### config.mk
export PLATFORM = sky130hd
export DESIGN_NAME = srm_div100
export DESIGN_NICKNAME = d
export VERILOG_FILES = /design/src/hw/rtl/srm_pkg.sv /design/src/hw/rtl/srm_div100.sv
export SDC_FILE = /design/constraint.sdc
export NUM_CORES = 1
export LEC_CHECK = 0
export BUFFER_PORTS_ARGS = -buffer_cell sky130_fd_sc_hd__buf_2
export CAP_MARGIN = 20
export CORE_MARGIN = 4
export CORE_UTILIZATION = 49
export DETAILED_ROUTE_END_ITERATION = 8
export PLACE_DENSITY = 0.64
export SLEW_MARGIN = 20
export SYNTH_ARGS = -nofsm -noshare
export SYNTH_HDL_FRONTEND = slang
export SYNTH_SLANG_ARGS = --single-unit
### constraint.sdc
create_clock -name i_clk -period 8.03 [get_ports i_clk]
set_input_delay 0.4015 -clock i_clk [delete_from_list [all_inputs] [get_ports i_clk]]
set_output_delay 0.4015 -clock i_clk [all_outputs]
set_load 0.02 [all_outputs]
### src/hw/rtl/srm_pkg.sv
// servo rule mixer package: sizes, request codes, table entry types
// no dependencies
`default_nettype none
package srm_pkg;
    localparam int RULE_DEPTH   = 16;
    localparam int SERVO_COUNT  = 8;
    localparam int SOURCE_COUNT = 16;
    localparam int RULE_AW      = $clog2(RULE_DEPTH);
    localparam int SERVO_AW     = $clog2(SERVO_COUNT);
    localparam int SOURCE_AW    = $clog2(SOURCE_COUNT);

    localparam logic [1:0] REQ_RULE   = 2'd0;
    localparam logic [1:0] REQ_SERVO  = 2'd1;
    localparam logic [1:0] REQ_SOURCE = 2'd2;
    localparam logic [1:0] REQ_MIX    = 2'd3;

    localparam logic [11:0] SERVO_MIN_RST = 12'd1000;
    localparam logic [11:0] SERVO_MAX_RST = 12'd2000;
    localparam logic [11:0] SERVO_MID_RST = 12'd1500;
    localparam logic signed [7:0] SERVO_RATE_RST = 8'sd100;

    localparam int DIV_W = 28;
    localparam int QUO_W = 23;

    typedef struct packed {
        logic [2:0]        target;
        logic [3:0]        source;
        logic signed [7:0] rate;
        logic [7:0]        speed;
        logic [11:0]       lo_pct;
        logic [11:0]       hi_pct;
        logic [15:0]       box;
    } t_rule;

    typedef struct packed {
        logic [11:0]       min;
        logic [11:0]       max;
        logic [11:0]       middle;
        logic signed [7:0] rate;
        logic [15:0]       reversed;
    } t_servo;

    typedef struct packed {
        logic             start;
        logic             neg;
        logic [DIV_W-1:0] mag;
    } t_div_req;

    typedef struct packed {
        logic                    done;
        logic signed [QUO_W-1:0] quo;
    } t_div_rsp;
endpackage
`default_nettype wire

### src/hw/rtl/srm_div100.sv
// divider by one hundred through a reciprocal multiply, truncating; operand and quotient are registered
// depends on srm_pkg
`default_nettype none
module srm_div100 (
    input  wire               i_clk,
    input  wire               i_rst_n,
    input  srm_pkg::t_div_req i_req,
    output srm_pkg::t_div_rsp o_rsp
);
    // x / 100 == (x >> 2) / 25, reciprocal of 25 scaled by 2^31 is exact for 26-bit operands
    localparam int MAG_W    = srm_pkg::DIV_W - 2;
    localparam int RECIP_W  = 27;
    localparam int PROD_W   = MAG_W + RECIP_W;
    localparam int RECIP_SH = 31;
    localparam logic [RECIP_W-1:0] RECIP = 27'd85899346;

    logic                        r_busy;
    logic                        r_neg;
    logic [MAG_W-1:0]            r_mag;
    logic [srm_pkg::QUO_W-2:0]   r_quo;
    logic                        r_done;
    logic [PROD_W-1:0]           prod;
    logic [srm_pkg::QUO_W-1:0]   quo_mag;

    assign prod    = PROD_W'(r_mag) * PROD_W'(RECIP);
    assign quo_mag = {1'b0, r_quo};

    always_ff @(posedge i_clk) begin
        if (!i_rst_n) begin
            r_busy <= 1'b0;
            r_done <= 1'b0;
        end else begin
            r_done <= 1'b0;
            if (i_req.start) begin
                r_busy <= 1'b1;
                r_neg  <= i_req.neg;
                r_mag  <= i_req.mag[srm_pkg::DIV_W-1:2];
            end else if (r_busy) begin
                r_busy <= 1'b0;
                r_done <= 1'b1;
                r_quo  <= prod[RECIP_SH +: srm_pkg::QUO_W-1];
            end
        end
    end

    assign o_rsp.done = r_done;
    assign o_rsp.quo  = r_neg ? -$signed(quo_mag) : $signed(quo_mag);
endmodule
`default_nettype wire

==> load_flow_metrics.sql <==
INSERT INTO impl_metrics (metric_group, metric, value, unit) VALUES
('layout', 'post_route_cells_drive_above_1_share', '0.0554', ''),
('flow_run', 'maxCapViolCount', '0', ''),
('cts', 'cts-htree-levels', '2', ''),
('drt', 'drt-initial-drc-count', '391', ''),
('drt', 'vias_per_cell', '5.18', ''),
('setup_path', 'endpoint_kind', 'register', ''),
('floorplan', 'dieArea', '30100', 'um^2'),
('global_routing', 'grt_overflow', '0', ''),
('place', 'dp.final_hpwl', '27.9', 'mm'),
('drt', 'totalWireLength', '31.1', 'mm'),
('global_routing', 'grtUsageTotal', '0.215', ''),
('timing', 'fin_skew', '0.00770', 'ns'),
('drt', 'route.vias.total', '8772', ''),
('synth', 'synth.area.top_cells', 'fa_1 (35%), ha_1 (28%), inv_1 (11%)', ''),
('cts', 'cts_num_sinks', '51', ''),
('drt', 'route.antenna.remaining_nets', '0', ''),
('timing', 'slew-limit-headroom', '0.484', ''),
('setup_path', 'setup.worst_path.start_class', 'register', ''),
('global_routing', 'global_route_wire_length_before_repair', '50.6', 'mm'),
('cts', 'cts_repair_resize_count', '0', ''),
('cts', 'ctsLongestPathBuffers', '2', ''),
('drt', 'drtPass1Iterations', '5', ''),
('synth', 'synth_ff_type', 'edfxtp_1', ''),
('run_status', 'status', 'finished clean', ''),
('synth', 'yosysWarnings', '0', ''),
('layout', 'multiInputGateArea', '10400', 'um^2'),
('global_routing', 'grt_pass1_vias', '9320', ''),
('setup_path', 'path_cells', 'ha_1 > inv_1 > fa_1 > inv_1 > fa_1 > fa_1 > fa_1 > fa_1 > inv_1 > fa_1 > inv_1 > ha_1 > nand3_1 > or3_1 > a2111oi_2 > o31ai_2 > o311ai_1 > a221oi_1 > xnor2_1', ''),
('min_path', 'timing.hold.worst.class', 'in -> reg', ''),
('cts', 'cts_buffers', '5', ''),
('setup_path', 'endpoint_required_time_on_the_critical_path', '8.09', 'ns'),
('setup_path', 'worst_path_most_repeated_cell', 'fa_1', ''),
('timing', 'fin_ws', '0.805', 'ns'),
('global_routing', 'maximum_number_of_pins_on_one_net_before_global_route_repair', '28', ''),
('cts', 'postCtsHoldBufs', '0', ''),
('global_routing', 'grt_antenna_before_repair', '0', ''),
('timing', 'max_freq', '138', 'MHz'),
('floorplan', 'start_util', '0.498', ''),
('timing', 'final_worst_path_period_need', '7.22', 'ns'),
('place', 'placed_cells_incl_taps', '1686', ''),
('timing', 'hold_violations', '0', ''),
('synth', 'synth.distinct_cells', '53', ''),
('synth', 'syn-instance-count', '1297', ''),
('timing', 'finalCritPeriodShare', '0.900', ''),
('timing', 'setup_tns', '0', 'ns'),
('setup_path', 'timing.critical_path.from', 'r_mag[9]', ''),
('floorplan', 'row_count', '60', ''),
('setup_path', 'arrival', '7.29', 'ns'),
('timing', 'slew_violations', '0', ''),
('layout', 'syn2layout_area_growth', '6.24', '%'),
('floorplan', 'placeableCoreArea', '27000', 'um^2'),
('synth', 'postSynthRegisterBits', '51', ''),
('place', 'gp_weighted_congestion', '0.929', ''),
('timing', 'rsz0062_at_grt', 'false', ''),
('setup_path', 'cpPeakStageDelay', '0.62', 'ns'),
('setup_path', 'critical-path-top-delay-family', 'adder cells', ''),
('setup_path', 'timing.setup.critical_path_class', 'reg -> reg', ''),
('layout', 'layout.cells.non_filler', '1694', ''),
('layout', 'antenna-diode-count', '0', ''),
('layout', 'num-fill-cells', '2382', ''),
('synth', 'asyncSetResetFlopFracSynth', '0', ''),
('synth', 'yosysTopAreaCell', 'fa_1', ''),
('setup_path', 'ff2ff_setup_slack', '0.81', 'ns'),
('cts', 'cts_post_setup_buffers_inserted', '0', ''),
('drt', 'routed_wire_length_per_instance', '18.3', 'um'),
('floorplan', 'chipWidth', '174', 'um'),
('setup_path', 'timing.rr.start', 'r_mag[9]', ''),
('setup_path', 'cp_max_fo', '9', ''),
('synth', 'synth_enable_flop_cells', '49', ''),
('cts', 'cts.root.buffer_cell', 'clkbuf_16', ''),
('cts', 'clkLatencyLatePin', '0.31', 'ns');
-- worst paths after layout --
path,end,depth (start not counted)
worst max-delay path,r_quo[21],19
worst min-delay path,r_mag[25],1
worst max register to register,r_quo[21],19
worst min register to register,r_done,2
-- flip-flops by register name, summed over array words and instances, names as in the netlist --
signal and cells:
r_busy 1, r_neg 1, r_mag 26, r_quo 22, r_done 1
-- cell type report --
cell class / instances / area share
well taps: 341 / 0.0299
flip-flops and latches: 51 / 0.106
inverters: 408 / 0.107
repair buffers: 57 / 0.0207
clock buffers: 5 / 0.00877
multi-input cells: 829 / 0.726
clock inverters: 3 / 0.00175
-- cells in the mapped netlist, drive strengths merged (5+ instances only) --
| master | count |
|---|---|
| nand2 | 39 |
| o41ai | 5 |
| xor2 | 8 |
| fa | 238 |
| o31ai | 9 |
| edfxtp | 49 |
| o21bai | 6 |
| a21o | 18 |
| nor3 | 5 |
| clkbuf | 7 |
| a31oi | 6 |
| nand4 | 13 |
| nor2b | 6 |
| inv | 408 |
| ha | 297 |
| nor2 | 18 |
| o21ai | 28 |
| xnor2 | 37 |
| a21oi | 41 |
| nand3 | 10 |
-- worst register-to-register path: stages, from the launching register on --
cell       delay (ns)
edfxtp_1         0.62
ha_1             0.53
inv_1            0.08
fa_1             0.48
inv_1            0.05
fa_1             0.48
fa_1             0.60
fa_1             0.47
fa_1             0.51
inv_1            0.05
fa_1             0.53
inv_1            0.06
ha_1             0.36
nand3_1          0.17
or3_1            0.41
a2111oi_2        0.54
o31ai_2          0.24
o311ai_1         0.48
a221oi_1         0.16
xnor2_1          0.15
-- placed cells by master (no fill, tap or decap), types with 6 or more instances in the layout --
| master | synthesis | final |
|---|---|---|
| o21ai_0 | 27 | 27 |
| nand4_1 | 13 | 13 |
| a21o_1 | 18 | 18 |
| nand2_1 | 39 | 39 |
| inv_1 | 408 | 408 |
| o31ai_1 | 8 | 8 |
| o21bai_1 | 6 | 6 |
| xor2_1 | 8 | 8 |
| nand3_1 | 10 | 10 |
| a31oi_1 | 6 | 6 |
| buf_2 | 0 | 53 |
| xnor2_1 | 37 | 37 |
| a21oi_1 | 41 | 41 |
| edfxtp_1 | 49 | 49 |
| nor2b_1 | 6 | 6 |
| ha_1 | 297 | 297 |
| fa_1 | 238 | 238 |
| nor2_1 | 18 | 17 |
-- stage by stage --
step | hold slack [ns] | utilization | instance area [um^2]
CTS | 0.249 | 0.529 | 14300
global placement | 0.452 | 0.524 | 14100
finish | 0.259 | 0.530 | 14300
global route | 0.248 | 0.530 | 14300
detailed placement | 0.458 | 0.524 | 14100
floorplan | 0.425 | - | 13400
-- routing by layer --
metal  part of all wire  wire length, um  global-route usage
met5                  0                0                   0
met4              0.026              813              0.0594
met3              0.040             1250              0.0286
met2               0.46            14300               0.338
met1               0.47            14700               0.314
-- kinds of logic (layout without fill, tap and decap cells) --
group | count (synthesis) | in the layout | synth area share
AOI/OAI and AO/OA | 138 | 138 | 0.0671
and+or+nand+nor | 111 | 111 | 0.0427
DFF | 51 | 51 | 0.113
xor gates and xnor gates | 45 | 45 | 0.0293
adders and majority gates | 535 | 535 | 0.631
buffers and inverters | 417 | 473 | 0.117
Power is left out: the tool's default activity adds up to more than one toggle a clock period on the data nets, which glitch-free logic cannot reach.
